[src/rtl/ftud_pkg.sv]
// ---------------------------------------------------------------------------
// ftud_pkg: shared types and constants for the fat-tree up/down port select
// Sizes, field widths, register indexes and the scan beat struct.
// ---------------------------------------------------------------------------
`default_nettype none

package ftud_pkg;

   localparam int PORTS      = 16;
   localparam int VCS        = 4;
   localparam int HALF_PORTS = PORTS / 2;
   localparam int DEPTH      = HALF_PORTS * VCS;

   localparam int SLOT_W  = (HALF_PORTS > 1) ? $clog2(HALF_PORTS) : 1;
   localparam int VC_W    = (VCS > 1) ? $clog2(VCS) : 1;
   localparam int ADDR_W  = (DEPTH > 1) ? $clog2(DEPTH) : 1;
   localparam int AVAIL_W = 8;
   localparam int SUM_W   = AVAIL_W + VC_W + 1;

   // fixed field widths of the word formats
   localparam int PORT_W     = 4;
   localparam int OUT_VC_W   = 2;
   localparam int DEST_W     = 3;
   localparam int DRAW_W     = 8;
   localparam int UP_SLOT_W  = 3;
   localparam int IN_VC_W    = 2;
   localparam int LEVEL_W    = 3;
   localparam int CSR_IDX_W  = 2;
   localparam int CSR_DATA_W = 4;

   // request kinds
   localparam logic KIND_UPDATE = 1'b0;
   localparam logic KIND_ROUTE  = 1'b1;

   // configuration register indexes
   localparam logic [CSR_IDX_W-1:0] CSR_ROUTER_LEVEL = 2'd0;
   localparam logic [CSR_IDX_W-1:0] CSR_TOP_LEVEL    = 2'd1;
   localparam logic [CSR_IDX_W-1:0] CSR_ARRIVAL_PORT = 2'd2;
   localparam logic [CSR_IDX_W-1:0] CSR_ADAPTIVE     = 2'd3;

   // one availability entry travelling into the scan unit
   typedef struct packed {
      logic              valid;
      logic              first_vc;
      logic              last_vc;
      logic              first_slot;
      logic [SLOT_W-1:0] slot;
   } scan_beat_type;

endpackage

`default_nettype wire

[src/rtl/ftud_if.sv]
// ---------------------------------------------------------------------------
// ftud_if: valid/ready channels of the port select unit
// Request, response and register write channels.
// ---------------------------------------------------------------------------
`default_nettype none

interface ftud_req_if;
   logic                            valid;
   logic                            ready;
   logic                            kind;
   logic [ftud_pkg::DEST_W-1:0]     dest_down_port;
   logic [ftud_pkg::DRAW_W-1:0]     random_draw;
   logic [ftud_pkg::UP_SLOT_W-1:0]  up_port_slot;
   logic [ftud_pkg::IN_VC_W-1:0]    vc_number;
   logic [ftud_pkg::AVAIL_W-1:0]    availability_value;

   modport source (output valid, kind, dest_down_port, random_draw, up_port_slot,
                   vc_number, availability_value, input ready);
   modport sink   (input valid, kind, dest_down_port, random_draw, up_port_slot,
                   vc_number, availability_value, output ready);
endinterface

interface ftud_rsp_if;
   logic                           valid;
   logic                           ready;
   logic [ftud_pkg::PORT_W-1:0]    out_port;
   logic [ftud_pkg::OUT_VC_W-1:0]  out_vc;
   logic                           last_of_run;

   modport source (output valid, out_port, out_vc, last_of_run, input ready);
   modport sink   (input valid, out_port, out_vc, last_of_run, output ready);
endinterface

interface ftud_csr_if;
   logic                             valid;
   logic                             ready;
   logic [ftud_pkg::CSR_IDX_W-1:0]   index;
   logic [ftud_pkg::CSR_DATA_W-1:0]  data;

   modport source (output valid, index, data, input ready);
   modport sink   (input valid, index, data, output ready);
endinterface

`default_nettype wire

[src/rtl/ftud_avail_mem.sv]
// ---------------------------------------------------------------------------
// ftud_avail_mem: VC availability store
// One write port, one registered read port; per-entry valid bits make
// never-written entries read as zero after reset.
// ---------------------------------------------------------------------------
`default_nettype none

module ftud_avail_mem (
   input  wire logic                          clock,
   input  wire logic                          reset,
   input  wire logic                          wr_en,
   input  wire logic [ftud_pkg::ADDR_W-1:0]   wr_addr,
   input  wire logic [ftud_pkg::AVAIL_W-1:0]  wr_data,
   input  wire logic [ftud_pkg::ADDR_W-1:0]   rd_addr,
   output logic      [ftud_pkg::AVAIL_W-1:0]  rd_data
);

   logic [ftud_pkg::AVAIL_W-1:0] mem_ff [ftud_pkg::DEPTH];
   logic [ftud_pkg::DEPTH-1:0]   vld_ff;
   logic [ftud_pkg::AVAIL_W-1:0] rd_data_ff;
   logic                         rd_vld_ff;

   always_ff @(posedge clock) begin
      if (wr_en) begin
         mem_ff[wr_addr] <= wr_data;
      end
      rd_data_ff <= mem_ff[rd_addr];
   end

   always_ff @(posedge clock) begin
      if (reset) begin
         vld_ff    <= '0;
         rd_vld_ff <= 1'b0;
      end else begin
         if (wr_en) begin
            vld_ff[wr_addr] <= 1'b1;
         end
         rd_vld_ff <= vld_ff[rd_addr];
      end
   end

   assign rd_data = rd_vld_ff ? rd_data_ff : '0;

endmodule

`default_nettype wire

[src/rtl/ftud_scan_unit.sv]
// ---------------------------------------------------------------------------
// ftud_scan_unit: accumulate and compare unit
// Sums VC availability per upper port one entry a cycle and keeps the
// port with the largest sum (first one wins on ties).
// ---------------------------------------------------------------------------
`default_nettype none

module ftud_scan_unit (
   input  wire logic                          clock,
   input  wire ftud_pkg::scan_beat_type       beat,
   input  wire logic [ftud_pkg::AVAIL_W-1:0]  data,
   output logic      [ftud_pkg::SLOT_W-1:0]   best_slot
);

   logic [ftud_pkg::SUM_W-1:0]  sum_ff,       sum_in;
   logic [ftud_pkg::SUM_W-1:0]  best_sum_ff,  best_sum_in;
   logic [ftud_pkg::SLOT_W-1:0] best_slot_ff, best_slot_in;
   logic [ftud_pkg::SUM_W-1:0]  acc;

   always_comb begin
      acc          = (beat.first_vc ? '0 : sum_ff) + ftud_pkg::SUM_W'(data);
      sum_in       = sum_ff;
      best_sum_in  = best_sum_ff;
      best_slot_in = best_slot_ff;
      if (beat.valid) begin
         sum_in = acc;
         if (beat.last_vc && (beat.first_slot || (acc > best_sum_ff))) begin
            best_sum_in  = acc;
            best_slot_in = beat.slot;
         end
      end
   end

   always_ff @(posedge clock) begin
      sum_ff       <= sum_in;
      best_sum_ff  <= best_sum_in;
      best_slot_ff <= best_slot_in;
   end

   assign best_slot = best_slot_ff;

endmodule

`default_nettype wire

[src/rtl/fat_tree_updown_port_select_unit.sv]
// ---------------------------------------------------------------------------
// fat_tree_updown_port_select_unit: up/down output port select
// Routing unit for one input port of a fat-tree router. Keeps per-VC
// availability of the upper ports and picks the output port of a route.
// ---------------------------------------------------------------------------
//
//  channel  dir  handshake      word
//  req_ch   in   valid/ready    kind, dest, draw, slot, vc, availability
//  rsp_ch   out  valid/ready    out_port, out_vc, last_of_run
//  csr_ch   in   valid/ready    register index, write data (always ready)
//
//  Update word: written straight into the availability store.
//  Route word, downward or random upward: one rsp per VC.
//  Route word, adaptive upward: the single read port of the store sweeps
//  every entry once (ST_SCAN, then ST_DRAIN), then one rsp per VC.
//  Reset (synchronous) clears control and store valid bits.
//  req_ch is ready only in idle; a stalled rsp_ch holds the sequencer.
// ---------------------------------------------------------------------------
`default_nettype none

module fat_tree_updown_port_select_unit (
   input wire logic clock,
   input wire logic reset,
   ftud_req_if.sink   req_ch,
   ftud_rsp_if.source rsp_ch,
   ftud_csr_if.sink   csr_ch
);

   typedef enum logic [3:0] {
      ST_IDLE  = 4'b0001,
      ST_SCAN  = 4'b0010,
      ST_DRAIN = 4'b0100,
      ST_EMIT  = 4'b1000
   } seq_state_type;

   seq_state_type state_ff, state_in;

   // configuration
   logic [ftud_pkg::LEVEL_W-1:0] router_level_ff;
   logic [ftud_pkg::LEVEL_W-1:0] top_level_ff;
   logic [ftud_pkg::PORT_W-1:0]  arrival_port_ff;
   logic                         adaptive_ff;

   // sequencer
   logic [ftud_pkg::SLOT_W-1:0]  slot_ff, slot_in;
   logic [ftud_pkg::VC_W-1:0]    vcn_ff,  vcn_in;
   logic                         use_best_ff, use_best_in;
   logic [ftud_pkg::PORT_W-1:0]  port_ff, port_in;
   ftud_pkg::scan_beat_type      beat_ff, beat_in;

   logic                          req_fire, rsp_fire;
   logic                          go_up;
   logic                          wr_en;
   logic [ftud_pkg::ADDR_W-1:0]   wr_addr;
   logic [ftud_pkg::ADDR_W-1:0]   rd_addr;
   logic [ftud_pkg::AVAIL_W-1:0]  rd_data;
   logic [ftud_pkg::SLOT_W-1:0]   best_slot;
   logic                          last_vc;
   logic                          last_slot;

   assign req_ch.ready = (state_ff == ST_IDLE);
   assign req_fire     = req_ch.valid && req_ch.ready;
   assign rsp_fire     = rsp_ch.valid && rsp_ch.ready;
   assign csr_ch.ready = 1'b1;

   // upward only from a lower port of a router not at the top level
   assign go_up = (arrival_port_ff < ftud_pkg::PORT_W'(ftud_pkg::HALF_PORTS))
                  && (router_level_ff != top_level_ff);

   // update path: out-of-range slot or VC is dropped
   assign wr_en = req_fire && (req_ch.kind == ftud_pkg::KIND_UPDATE)
                  && (req_ch.up_port_slot < ftud_pkg::HALF_PORTS)
                  && (req_ch.vc_number < ftud_pkg::VCS);
   assign wr_addr = ftud_pkg::ADDR_W'(req_ch.up_port_slot * ftud_pkg::VCS
                                      + req_ch.vc_number);
   assign rd_addr = ftud_pkg::ADDR_W'(slot_ff * ftud_pkg::VCS + vcn_ff);

   assign last_vc   = (vcn_ff == ftud_pkg::VC_W'(ftud_pkg::VCS - 1));
   assign last_slot = (slot_ff == ftud_pkg::SLOT_W'(ftud_pkg::HALF_PORTS - 1));

   always_comb begin
      state_in    = state_ff;
      slot_in     = slot_ff;
      vcn_in      = vcn_ff;
      use_best_in = use_best_ff;
      port_in     = port_ff;
      beat_in     = '0;
      case (state_ff)
         ST_IDLE: begin
            if (req_fire && (req_ch.kind == ftud_pkg::KIND_ROUTE)) begin
               slot_in = '0;
               vcn_in  = '0;
               if (go_up && adaptive_ff) begin
                  use_best_in = 1'b1;
                  state_in    = ST_SCAN;
               end else begin
                  use_best_in = 1'b0;
                  port_in     = go_up
                     ? ftud_pkg::PORT_W'(ftud_pkg::HALF_PORTS)
                       + ftud_pkg::PORT_W'(req_ch.random_draw % ftud_pkg::HALF_PORTS)
                     : ftud_pkg::PORT_W'(req_ch.dest_down_port);
                  state_in    = ST_EMIT;
               end
            end
         end
         ST_SCAN: begin
            // one store read per cycle, tagged for the scan unit
            beat_in.valid      = 1'b1;
            beat_in.first_vc   = (vcn_ff == '0);
            beat_in.last_vc    = last_vc;
            beat_in.first_slot = (slot_ff == '0);
            beat_in.slot       = slot_ff;
            if (last_vc) begin
               vcn_in  = '0;
               slot_in = slot_ff + 1'b1;
               if (last_slot) begin
                  state_in = ST_DRAIN;
               end
            end else begin
               vcn_in = vcn_ff + 1'b1;
            end
         end
         ST_DRAIN: begin
            // last read word reaches the scan unit
            vcn_in   = '0;
            state_in = ST_EMIT;
         end
         ST_EMIT: begin
            if (rsp_fire) begin
               if (last_vc) begin
                  state_in = ST_IDLE;
               end else begin
                  vcn_in = vcn_ff + 1'b1;
               end
            end
         end
         default: begin
            state_in = ST_IDLE;
         end
      endcase
   end

   always_ff @(posedge clock) begin
      if (reset) begin
         state_ff        <= ST_IDLE;
         beat_ff         <= '0;
         router_level_ff <= '0;
         top_level_ff    <= '0;
         arrival_port_ff <= '0;
         adaptive_ff     <= 1'b0;
      end else begin
         state_ff <= state_in;
         beat_ff  <= beat_in;
         if (csr_ch.valid && csr_ch.ready) begin
            case (csr_ch.index)
               ftud_pkg::CSR_ROUTER_LEVEL:
                  router_level_ff <= csr_ch.data[ftud_pkg::LEVEL_W-1:0];
               ftud_pkg::CSR_TOP_LEVEL:
                  top_level_ff <= csr_ch.data[ftud_pkg::LEVEL_W-1:0];
               ftud_pkg::CSR_ARRIVAL_PORT:
                  arrival_port_ff <= csr_ch.data[ftud_pkg::PORT_W-1:0];
               ftud_pkg::CSR_ADAPTIVE:
                  adaptive_ff <= csr_ch.data[0];
               default: begin
               end
            endcase
         end
      end
   end

   always_ff @(posedge clock) begin
      slot_ff     <= slot_in;
      vcn_ff      <= vcn_in;
      use_best_ff <= use_best_in;
      port_ff     <= port_in;
   end

   ftud_avail_mem u_mem (
      .clock   (clock),
      .reset   (reset),
      .wr_en   (wr_en),
      .wr_addr (wr_addr),
      .wr_data (req_ch.availability_value),
      .rd_addr (rd_addr),
      .rd_data (rd_data)
   );

   ftud_scan_unit u_scan (
      .clock     (clock),
      .beat      (beat_ff),
      .data      (rd_data),
      .best_slot (best_slot)
   );

   assign rsp_ch.valid       = (state_ff == ST_EMIT);
   assign rsp_ch.out_port    = use_best_ff
      ? ftud_pkg::PORT_W'(ftud_pkg::HALF_PORTS) + ftud_pkg::PORT_W'(best_slot)
      : port_ff;
   assign rsp_ch.out_vc      = ftud_pkg::OUT_VC_W'(vcn_ff);
   assign rsp_ch.last_of_run = last_vc;

endmodule

`default_nettype wire

[src/flat_wrapper.sv]
// flat-port wrapper written by rule: the top's interface ports become plain ports
module fat_tree_updown_port_select_unit_flat 
  (clock, reset, req_ch_valid, req_ch_kind, req_ch_dest_down_port, req_ch_random_draw, req_ch_up_port_slot, req_ch_vc_number, req_ch_availability_value, req_ch_ready, rsp_ch_valid, rsp_ch_out_port, rsp_ch_out_vc, rsp_ch_last_of_run, rsp_ch_ready, csr_ch_valid, csr_ch_index, csr_ch_data, csr_ch_ready);
  ftud_req_if req_ch_i ();
  ftud_rsp_if rsp_ch_i ();
  ftud_csr_if csr_ch_i ();
  input wire logic clock;
  input wire logic reset;
  input wire logic [$bits(req_ch_i.valid)-1:0] req_ch_valid;
  input wire logic [$bits(req_ch_i.kind)-1:0] req_ch_kind;
  input wire logic [$bits(req_ch_i.dest_down_port)-1:0] req_ch_dest_down_port;
  input wire logic [$bits(req_ch_i.random_draw)-1:0] req_ch_random_draw;
  input wire logic [$bits(req_ch_i.up_port_slot)-1:0] req_ch_up_port_slot;
  input wire logic [$bits(req_ch_i.vc_number)-1:0] req_ch_vc_number;
  input wire logic [$bits(req_ch_i.availability_value)-1:0] req_ch_availability_value;
  output wire logic [$bits(req_ch_i.ready)-1:0] req_ch_ready;
  output wire logic [$bits(rsp_ch_i.valid)-1:0] rsp_ch_valid;
  output wire logic [$bits(rsp_ch_i.out_port)-1:0] rsp_ch_out_port;
  output wire logic [$bits(rsp_ch_i.out_vc)-1:0] rsp_ch_out_vc;
  output wire logic [$bits(rsp_ch_i.last_of_run)-1:0] rsp_ch_last_of_run;
  input wire logic [$bits(rsp_ch_i.ready)-1:0] rsp_ch_ready;
  input wire logic [$bits(csr_ch_i.valid)-1:0] csr_ch_valid;
  input wire logic [$bits(csr_ch_i.index)-1:0] csr_ch_index;
  input wire logic [$bits(csr_ch_i.data)-1:0] csr_ch_data;
  output wire logic [$bits(csr_ch_i.ready)-1:0] csr_ch_ready;
  assign req_ch_i.valid = req_ch_valid;
  assign req_ch_i.kind = req_ch_kind;
  assign req_ch_i.dest_down_port = req_ch_dest_down_port;
  assign req_ch_i.random_draw = req_ch_random_draw;
  assign req_ch_i.up_port_slot = req_ch_up_port_slot;
  assign req_ch_i.vc_number = req_ch_vc_number;
  assign req_ch_i.availability_value = req_ch_availability_value;
  assign req_ch_ready = req_ch_i.ready;
  assign rsp_ch_valid = rsp_ch_i.valid;
  assign rsp_ch_out_port = rsp_ch_i.out_port;
  assign rsp_ch_out_vc = rsp_ch_i.out_vc;
  assign rsp_ch_last_of_run = rsp_ch_i.last_of_run;
  assign rsp_ch_i.ready = rsp_ch_ready;
  assign csr_ch_i.valid = csr_ch_valid;
  assign csr_ch_i.index = csr_ch_index;
  assign csr_ch_i.data = csr_ch_data;
  assign csr_ch_ready = csr_ch_i.ready;
  fat_tree_updown_port_select_unit u_core (.clock(clock), .reset(reset), .req_ch(req_ch_i), .rsp_ch(rsp_ch_i), .csr_ch(csr_ch_i));
endmodule
[config.mk]
export PLATFORM = sky130hd
export DESIGN_NAME = fat_tree_updown_port_select_unit_flat
export DESIGN_NICKNAME = d
export VERILOG_FILES = /design/src/rtl/ftud_pkg.sv /design/src/rtl/ftud_if.sv /design/src/rtl/ftud_avail_mem.sv /design/src/rtl/ftud_scan_unit.sv /design/src/rtl/fat_tree_updown_port_select_unit.sv /design/src/flat_wrapper.sv
export SDC_FILE = /design/constraint.sdc
export NUM_CORES = 1
export LEC_CHECK = 0
export BUFFER_PORTS_ARGS = -buffer_cell sky130_fd_sc_hd__buf_2
export CAP_MARGIN = 25
export CORE_UTILIZATION = 41
export CTS_BUF_LIST = sky130_fd_sc_hd__clkbuf_8
export DETAILED_ROUTE_END_ITERATION = 10
export HOLD_SLACK_MARGIN = 0.15
export REMOVE_ABC_BUFFERS = 1
export SLEW_MARGIN = 0
export SYNTH_ARGS = -nofsm -noshare
export SYNTH_HDL_FRONTEND = slang
export SYNTH_SLANG_ARGS = --single-unit
[constraint.sdc]
create_clock -name clock -period 3.6 [get_ports clock]
set_input_delay 0.36 -clock clock [delete_from_list [all_inputs] [get_ports clock]]
set_output_delay 0.36 -clock clock [all_outputs]
set_load 0.02 [all_outputs]
==> flow_summary.yaml, run 1 <==
cts:
  cts_made_buffers: 57
  clock-sinks: 351
  clkLatencyLatePin_ns: 0.59
  clk_path_buf_depth: 3
  cts_max_level: 2
  cts.reportedPaths.clkPinSlew_ns: 0.06
  cts_root_buf: "clkbuf_8"
  cts_tree: "yes"
cells_and_area:
  drive_above_1_share_pct: 28.6
  fin_nets: 998
  stdcell_count: 1428
  diodes: 0
  utilization_pct: 48.8
  fin_area_mm2: 0.0165
  syn_to_final_growth_pct: 15.9
  fill_cells: 2862
synth:
  synth_warnings: 0
  yosys.area_share.simple_pct: 6.34
  ys_async_sr_fraction_pct: 0
  synth_xor_area_share_pct: 0.616
  synth_top_family_by_area: "multiplexers"
  synthAdderAreaFrac_pct: 2.25
  ys_seq_elements: 351
  synth_edf_count: 291
  ys_seq_area_share_pct: 69.9
  synth-compound-area-share_pct: 3.00
  avgSynthCellArea_um2: 17.4
  synth_mux_area_share_pct: 16.1
  synth_flop_cell: "edfxtp_1"
  syn_area_mm2: 0.0142
  syn_inst: 819
  synth_cell_types: 51
sta:
  hold_viol_final: 0
  finalClockSkew_ns: 0.0460
  relSlewSlack_pct: 46.3
  worst_slack_ns: 0.163
  period_share_pct: 95.5
  tightest_slew_ns: 0.794
  clock.fmax_mhz: 291
  drv_slew: 0
  fin_hold_ws_ns: 0.259
  final.setup.tns_ns: 0
  fin_crit_ns: 3.44
  setup_viol: 0
floorplan:
  dieArea_mm2: 0.0354
  core_mm2: 0.0338
  rows: 67
  die_x_um: 188
  fp.dieH_um: 188
  io_pins: 46
  initial_core_util_pct: 42.1
placement:
  preCtsSetupSlack_ns: 0.0560
  place_area_mm2: 0.0152
  io_buffers: 39
  post-dp-hpwl_mm: 18.0
  dp.cells: 1310
  place_congestion: 0.780
pwr:
  ir_drop_v: 0.000311
  total_power_mw: 10.3
  comb_power_share_pct: 23.0
  power_switching_mw: 2.85
  swShare_pct: 27.5
  clkPwrFrac_pct: 32.3
  power_leakage_nw: 5.70
  p_int_mw: 7.50
  p_seq_share_pct: 44.7
  power_density_mw_per_mm2: 628
grt:
  antenna_found_initial: 1
  grt.overflow.total: 0
  grt_pass1_vias: 7534
  grt_pass1_wl_mm: 44.4
  track_usage_pct: 16.6
  grt_max_degree: 55
worst_setup_path:
  reg2reg_from: "u_core.u_scan.sum_ff[0]"
  crit_arrival_ns: 3.70
  start_kind: "flip-flop"
  crit_path_top_delay_cell: "fa_2"
  crit_start: "u_core.u_scan.sum_ff[0]"
  path_class: "reg -> reg"
  max_stage_delay_ns: 0.36
  cp_data_required_time_ns: 3.87
  path_max_fanout: 4
  endpoint_kind: "flip-flop"
  cp_cell_sequence: "nor2b_1 > ha_1 > fa_2 > a21o_1 > a21oi_2 > nand3b_1 > a21oi_2 > mux2_2 > ha_1 > nand4_1 > nor2_2 > o21ai_0 > o2111ai_1 > and4_4 > buf_4"
detailed_routing:
  ant_nets: 0
  via_per_inst: 5.22
  drc: 0
  drt-wirelength-per-cell_um: 20.1
  wl_mm: 28.6
  vias: 7454
  dr.pass1.iters: 5
  drtIter0Drc: 551
run:
  maxCapViolCount: 0
min_path:
  worstHoldPathType: "in -> reg"
  worstHoldStart: "rsp_ch_ready"
status:
  status: "completed"
## worst max-delay path, delay by kind of cell, from the launching register on
family | cells | cell delay (ns)
adder cells (fa/ha/maj) | 3 | 0.87
multiplexers | 1 | 0.30
AND/OR/NAND/NOR | 5 | 0.84
AO/OA/AOI/OAI | 5 | 0.65
buffers and inverters | 1 | 0.14
flip-flops | 1 | 0.34
## layout make-up
cell class	instances	area, um2	share of cell area, %
flip-flops and latches	351	9940	60.3
multi-input cells	406	4040	24.5
clock buffers	61	840	5.10
repair buffers	98	732	4.44
well taps	448	561	3.40
clock inverters	41	277	1.68
inverters	23	86.3	0.524
## sequential cells by signal (all words and copies together) (netlist names)
signal and cells:
u_core.top_level_ff 3, u_core.beat_ff 7, u_core.slot_ff 3, u_core.rsp_ch.out_vc 2, u_core.state_ff 4, u_core.u_scan.sum_ff 11
u_core.u_mem.vld_ff 32, u_core.u_mem.rd_data_ff 8, u_core.u_scan.best_sum_ff 11, u_core.port_ff 4, u_core.arrival_port_ff 1, u_core.u_mem.rd_vld_ff 1
u_core.adaptive_ff 1, u_core.router_level_ff 3, u_core.use_best_ff 1, u_core.u_mem.mem_ff 256, u_core.u_scan.best_slot 3
## layout by cell type (no fill, tap or decap), types with 8 or more instances in the layout
cell type,count
edfxtp_1,291
nor2_1,94
mux4_2,89
clkbuf_8,61
dfxtp_1,60
a21oi_1,44
buf_2,39
buf_4,38
inv_1,32
ha_1,24
nor2b_1,20
mux2_2,16
dlygate4sd3_1,16
and2_1,15
clkinv_1,14
clkinv_2,11
nand2_1,10
mux2i_1,10
a21o_1,8
## metal layers
metal	wire length, um	part of all wire [%]	vias up	track usage [%]
met3	1310	4.6	55	2.92
met2	13600	47	166	25.9
met5	9	0.031	-	0
met4	732	2.6	2	5.72
met1	13000	45	3800	23.4
li1	-	-	3431	-
## Yosys cell counts, types with 2 or more instances
cell type	number	share of area (%)
edfxtp_1	291	61
nor2_1	95	2.5
mux4_2	89	14
dfxtp_1	60	8.4
a21oi_1	46	1.6
ha_1	24	2.1
inv_1	23	0.61
clkbuf_1	21	0.55
nor2b_1	20	0.88
mux2_2	16	1.3
and2_1	15	0.66
mux2i_1	10	0.70
nand2_1	10	0.26
a21o_1	8	0.42
buf_2	8	0.28
buf_1	7	0.18
o21ai_0	7	0.25
xnor2_1	7	0.43
nand2b_1	5	0.22
nor3_1	5	0.18
nand4_1	4	0.18
nor2_2	4	0.18
a211oi_1	3	0.16
buf_4	3	0.16
nand3_1	3	0.11
nor4b_1	3	0.18
xor2_1	3	0.18
and3_1	2	0.088
nand3b_1	2	0.11
nor3b_1	2	0.11
or2_2	2	0.088
or3_1	2	0.088
## cells by family (layout without fill, tap and decap cells)
kind of cell               count (synthesis)  in the layout
other                                      1              1
AOI/OAI and AO/OA                         74             74
xor gates and xnor gates                  10             10
DFF                                      351            351
and+or+nand+nor                          181            181
muxes                                    115            115
buffers and inverters                     62            223
adders and majority gates                 25             25
## repair_timing
item	4_1_cts	5_1_grt
hold buffers	16	0
setup endpoints to repair	3	14
setup buffers	0	0
resized for setup	1	6
endpoints found under the hold margin	17	0
## path summary, 6_finish.rpt
kind	to	slack [ns]	cells past startpoint
worst max-delay path	u_core.u_scan.best_sum_ff[2]	0.16	15
worst min-delay path	u_core.rsp_ch.out_vc[1]	0.26	3
worst max register to register	u_core.u_scan.best_sum_ff[2]	0.16	15
worst min register to register	u_core.u_scan.best_slot[1]	0.40	0
## power groups by stage
| stage | combinational (mW) | sequential, mW | clock, mW |
|---|---|---|---|
| floorplan | 1.43 | 4.98 | 0 |
| global placement | 2.40 | 4.71 | 0 |
| detailed placement | 2.40 | 4.71 | 0 |
| CTS | 2.43 | 4.62 | 3.44 |
| global route | 2.57 | 4.63 | 3.62 |
| finish | 2.38 | 4.62 | 3.34 |
(Power assumes the default switching activity.)
==> run 2: changes to the inputs <==
Settings changed: MAX_ROUTING_LAYER set to met4, PLACE_DENSITY set to 0.57.
==> run 2 against run 1 <==
  * Sequential power grew 0.9%
  * Largest power group unchanged
  * Worst setup slack gained 0.056 ns
  * Clock skew shrank 0.015 ns
  * Critical path type unchanged
  * Count of clock-buffer cells in the layout shrank 1
  * First-iteration DRC count grew 13%
  * Total power shrank 1.6%
  * Utilization shrank 0.37 points
==> flow_summary.yaml, run 2 (synthesized netlist as in run 1, its figures left out) <==
status:
  status: "completed"
pwr:
  comb_power_share_pct: 23.5
  swShare_pct: 27.7
  power_switching_mw: 2.82
  ir_drop_v: 0.000349
  p_seq_share_pct: 45.7
  p_int_mw: 7.36
  power_leakage_nw: 5.67
  power_density_mw_per_mm2: 623
  clkPwrFrac_pct: 30.8
cells_and_area:
  stdcell_count: 1424
  largest_reg_flops: 256
  layout_commonest_cell: "edfxtp_1"
  drive_above_1_share_pct: 27.1
  fill_cells: 2844
  fin_nets: 993
  fin_area_mm2: 0.0163
  syn_to_final_growth_pct: 15.0
  top_register: "u_core.u_mem.mem_ff"
  mostFrequentLayoutCells: "edfxtp_1 (291), nor2_1 (94), mux4_2 (89), clkbuf_8 (60), dfxtp_1 (60)"
  reg.largest.list: "u_core.u_mem.mem_ff: 256 flops, u_core.u_mem.vld_ff: 32 flops"
cts:
  cts_max_level: 2
  cts_setup_buffers: 0
  cts.reportedPaths.clkPinSlew_ns: 0.06
  cts_made_buffers: 57
  cts_tree: "yes"
  cts_root_buf: "clkbuf_8"
  clk_path_buf_depth: 3
  clkLatencyLatePin_ns: 0.59
  clock-sinks: 351
sta:
  relSlewSlack_pct: 44.3
  finalClockSkew_ns: 0.0312
  worst_slack_ns: 0.219
  fin_hold_ws_ns: 0.226
  clock.fmax_mhz: 296
  rsz0062_at_grt: "false"
  tightest_slew_ns: 0.836
  setup_viol: 0
  final.setup.tns_ns: 0
  period_share_pct: 93.9
  drv_slew: 0
  hold_viol_final: 0
  fin_crit_ns: 3.38
floorplan:
  die_x_um: 188
  dieArea_mm2: 0.0354
  initial_core_util_pct: 42.1
  fp.dieH_um: 188
  io_pins: 46
  rows: 67
  core_mm2: 0.0338
detailed_routing:
  vias: 7343
  dr.pass1.iters: 5
  drc: 0
  ant_nets: 0
  drtIter0Drc: 623
  drt-wirelength-per-cell_um: 20.2
  wl_mm: 28.7
  via_per_inst: 5.16
grt:
  track_usage_pct: 17.2
  grt.overflow.total: 0
  grt_pass1_vias: 7656
  grt_max_degree: 46
  grt_pass1_wl_mm: 45.1
  antenna_found_initial: 1
placement:
  place_congestion: 0.737
  place_area_mm2: 0.0152
  preCtsSetupSlack_ns: 0.0702
  post-dp-hpwl_mm: 18.6
  io_buffers: 39
  dp.cells: 1307
min_path:
  worstHoldPathType: "in -> reg"
run:
  maxCapViolCount: 0
worst_setup_path:
  rrSetupSlack_ns: 0.22
  path_max_fanout: 11
  cp_data_required_time_ns: 3.88
  endpoint_kind: "flip-flop"
  start_kind: "flip-flop"
  crit_arrival_ns: 3.66
  path_class: "reg -> reg"
-- run 2: cell count changes in the layout (fill, tap and decap cells not counted), moves of 2 or more --
cell           delta
buf_4             -4
clkinv_1          -3
clkinv_2          -7
inv_1            +15
bufinv_16         -2
dlygate4sd3_1     -2
-- run 2: worst max-delay path, stage by stage, from the launching register on --
cell and delay (ns):
dfxtp_1 0.36, buf_4 0.19, nor2b_1 0.06, ha_1 0.33, a21o_1 0.20, a21o_1 0.16, a21oi_1 0.21, a21oi_1 0.11
mux2_2 0.31, ha_1 0.29, nand4_1 0.12, nor2_2 0.13, o21ai_0 0.10, o2111ai_1 0.11, and4_4 0.25, buf_6 0.14
-- run 2: worst paths after layout --
path / end / depth (start not counted) / startpoint
min reg2reg: u_core.u_scan.best_slot[2] / 0 / u_core.beat_ff[2]
min: u_core.router_level_ff[1] / 4 / csr_ch_index[0]
max: u_core.u_scan.best_sum_ff[7] / 15 / u_core.beat_ff[5]
max reg2reg: u_core.u_scan.best_sum_ff[7] / 15 / u_core.beat_ff[5]
-- run 2: power groups by stage --
stage | Clock (mW) | Sequential (mW) | Combinational [mW]
after floorplan | 0 | 4.98 | 1.43
after CTS | 3.24 | 4.66 | 2.44
after detailed placement | 0 | 4.74 | 2.42
after global placement | 0 | 4.74 | 2.41
final | 3.13 | 4.66 | 2.39
after global routing | 3.39 | 4.67 | 2.60
-- run 2: per-stage QoR --
| step | util (%) | power [mW] |
|---|---|---|
| after floorplan | - | 6.41 |
| after global placement | 44.9 | 7.15 |
| after detailed placement | 44.9 | 7.16 |
| after CTS | 48.3 | 10.3 |
| after global routing | 48.4 | 10.7 |
| final | 48.4 | 10.2 |
-- run 2: timing repair --
action                                 in CTS  in global routing
setup endpoints to repair                   0                 14
gates resized for setup                     0                  7
endpoints found under the hold margin      11                  0
hold buffers                               14                  0
-- run 2: final cells by class --
type	instances	area, um2	area share [%]
Timing Repair Buffer	93	693	4.24
Clock inverter	42	206	1.26
Multi-Input combinational cell	406	4040	24.7
Antenna cell	1	2.50	0.0153
Inverter	23	86.3	0.528
Tap cell	448	561	3.43
Clock buffer	60	826	5.05
Sequential cell	351	9940	60.8
-- run 2: metal layers --
metal	share of wire [%]	GRT usage, %	vias to the layer above
li1	-	-	3417
met1	47	24.1	3725
met2	47	25.6	156
met3	4.6	3.30	45
met4	1.6	4.85	0
met5	0	-	-
==> run 3: changes to the inputs <==
Settings changed: PLACE_DENSITY 0.57 to 0.61.
==> run 3 against run 2 <==
  * Design area fell by 0.40%
  * Fmax down 0.19%
  * Worst setup slack got worse by 0.0064 ns
  * Via count decreased by 1.4%
  * First-iteration DRC count decreased by 28%
  * Highest routed layer unchanged
==> flow_summary.yaml, run 3 (synthesized netlist as in run 1, its figures left out) <==
cells_and_area:
  fin_nets: 986
  fin_area_mm2: 0.0163
  top_register: "u_core.u_mem.mem_ff"
  reg.largest.list: "u_core.u_mem.mem_ff: 256 flops, u_core.u_mem.vld_ff: 32 flops"
  utilization_pct: 48.2
  largest_reg_flops: 256
  drive_above_1_share_pct: 26.6
  diodes: 0
  syn_to_final_growth_pct: 14.5
  mostFrequentLayoutCells: "edfxtp_1 (291), nor2_1 (94), mux4_2 (89), clkbuf_8 (63), dfxtp_1 (60)"
  stdcell_count: 1418
  layout_commonest_cell: "edfxtp_1"
sta:
  final.setup.tns_ns: 0
  fin_crit_ns: 3.39
  worst_slack_ns: 0.213
  clock.fmax_mhz: 295
  period_share_pct: 94.1
  drv_slew: 0
  tightest_slew_ns: 0.873
  fin_hold_ws_ns: 0.210
  setup_viol: 0
  rsz0062_at_grt: "false"
  relSlewSlack_pct: 41.0
  finalClockSkew_ns: 0.0162
  hold_viol_final: 0
pwr:
  ir_drop_v: 0.000282
  power_leakage_nw: 5.65
  total_power_mw: 10.1
  power_density_mw_per_mm2: 619
cts:
  cts_tree: "yes"
  cts_max_level: 2
  cts_root_buf: "clkbuf_8"
  cts.reportedPaths.clkPinSlew_ns: 0.06
  clkLatencyLatePin_ns: 0.61
  clk_path_buf_depth: 3
  clock-sinks: 351
  cts_made_buffers: 57
floorplan:
  core_mm2: 0.0338
  die_x_um: 188
  initial_core_util_pct: 42.1
  rows: 67
  fp.dieH_um: 188
  dieArea_mm2: 0.0354
  io_pins: 46
placement:
  dp.cells: 1299
  preCtsSetupSlack_ns: 0.0331
  io_buffers: 39
  post-dp-hpwl_mm: 18.0
  place_area_mm2: 0.0151
  place_congestion: 0.760
worst_setup_path:
  crit_arrival_ns: 3.70
  path_class: "reg -> reg"
  rrSetupSlack_ns: 0.21
  cp_data_required_time_ns: 3.91
  start_kind: "flip-flop"
  path_max_fanout: 6
  endpoint_kind: "flip-flop"
grt:
  grt_max_degree: 67
  gr-max-usage-layer: "met2"
  antenna_found_initial: 0
  use_met3_pct: 2.92
  grt_pass1_wl_mm: 43.2
  grt.met1_usage_pct: 21.0
  grt_util_met2_pct: 26.6
  track_usage_pct: 16.5
  grt_pass1_vias: 7569
  grt.overflow.total: 0
detailed_routing:
  wl_mm: 27.2
  ant_nets: 0
  dr.pass1.iters: 4
  drtIter0Drc: 446
  via_per_inst: 5.11
  vias: 7241
  drc: 0
  drt-wirelength-per-cell_um: 19.2
min_path:
  worstHoldPathType: "in -> reg"
run:
  maxCapViolCount: 0
status:
  status: "completed"
[run 3: cell types whose count changed in the layout (fill, tap and decap cells not counted), moves of 2 or more]
cell / before / now
inv_1: 47 / 51
buf_4: 34 / 30
clkinv_2: 4 / 2
buf_6: 2 / 0
clkinv_1: 11 / 8
clkbuf_8: 60 / 63
[run 3: final timing paths]
check                                             endpoint  cells after the start                     from
worst max register to register  u_core.u_scan.best_slot[2]                     15  u_core.u_scan.sum_ff[0]
worst min-delay path             u_core.router_level_ff[1]                      4          csr_ch_index[1]
worst max-delay path            u_core.u_scan.best_slot[2]                     15  u_core.u_scan.sum_ff[0]
worst min register to register  u_core.u_scan.best_slot[2]                      0        u_core.beat_ff[2]
[run 3: where the power goes]
part / total [mW] / internal, mW / switching (mW)
combinational: 2.33 / 1.17 / 1.16
clock: 3.11 / 1.60 / 1.51
sequential: 4.64 / 4.54 / 0.0966
total: 10.1 / 7.31 / 2.77
[run 3: per-layer routing]
metal	vias to the layer above	share of wire (%)
li1	3408	-
met1	3619	44
met2	165	49
met3	49	4.6
met4	0	2.3
met5	-	0
[run 3: layout make-up]
cell class	instances	area, um2
multi-input cells	406	4040
repair buffers	86	621
well taps	448	561
clock inverters	41	174
inverters	23	86.3
clock buffers	63	867
flip-flops and latches	351	9940
fillers	2850	17500
[run 3: timing repair]
item,4_1_cts,5_1_grt
buffers inserted,0,1
hold endpoints to repair,11,0
endpoints found under the setup margin,0,14
hold buffers,14,0
resized for setup,0,5
[run 3: critical path, stage by stage (launching register included)]
cell and delay [ns]:
edfxtp_1 0.35, nor2b_1 0.14, ha_1 0.22, fa_2 0.37
a21o_1 0.20, a21oi_2 0.16, nand3b_1 0.16, a21oi_1 0.09
mux2_2 0.30, ha_1 0.29, nand4_1 0.11, nor2_2 0.12
o21ai_0 0.10, o2111ai_1 0.10, and4_1 0.24, buf_4 0.17
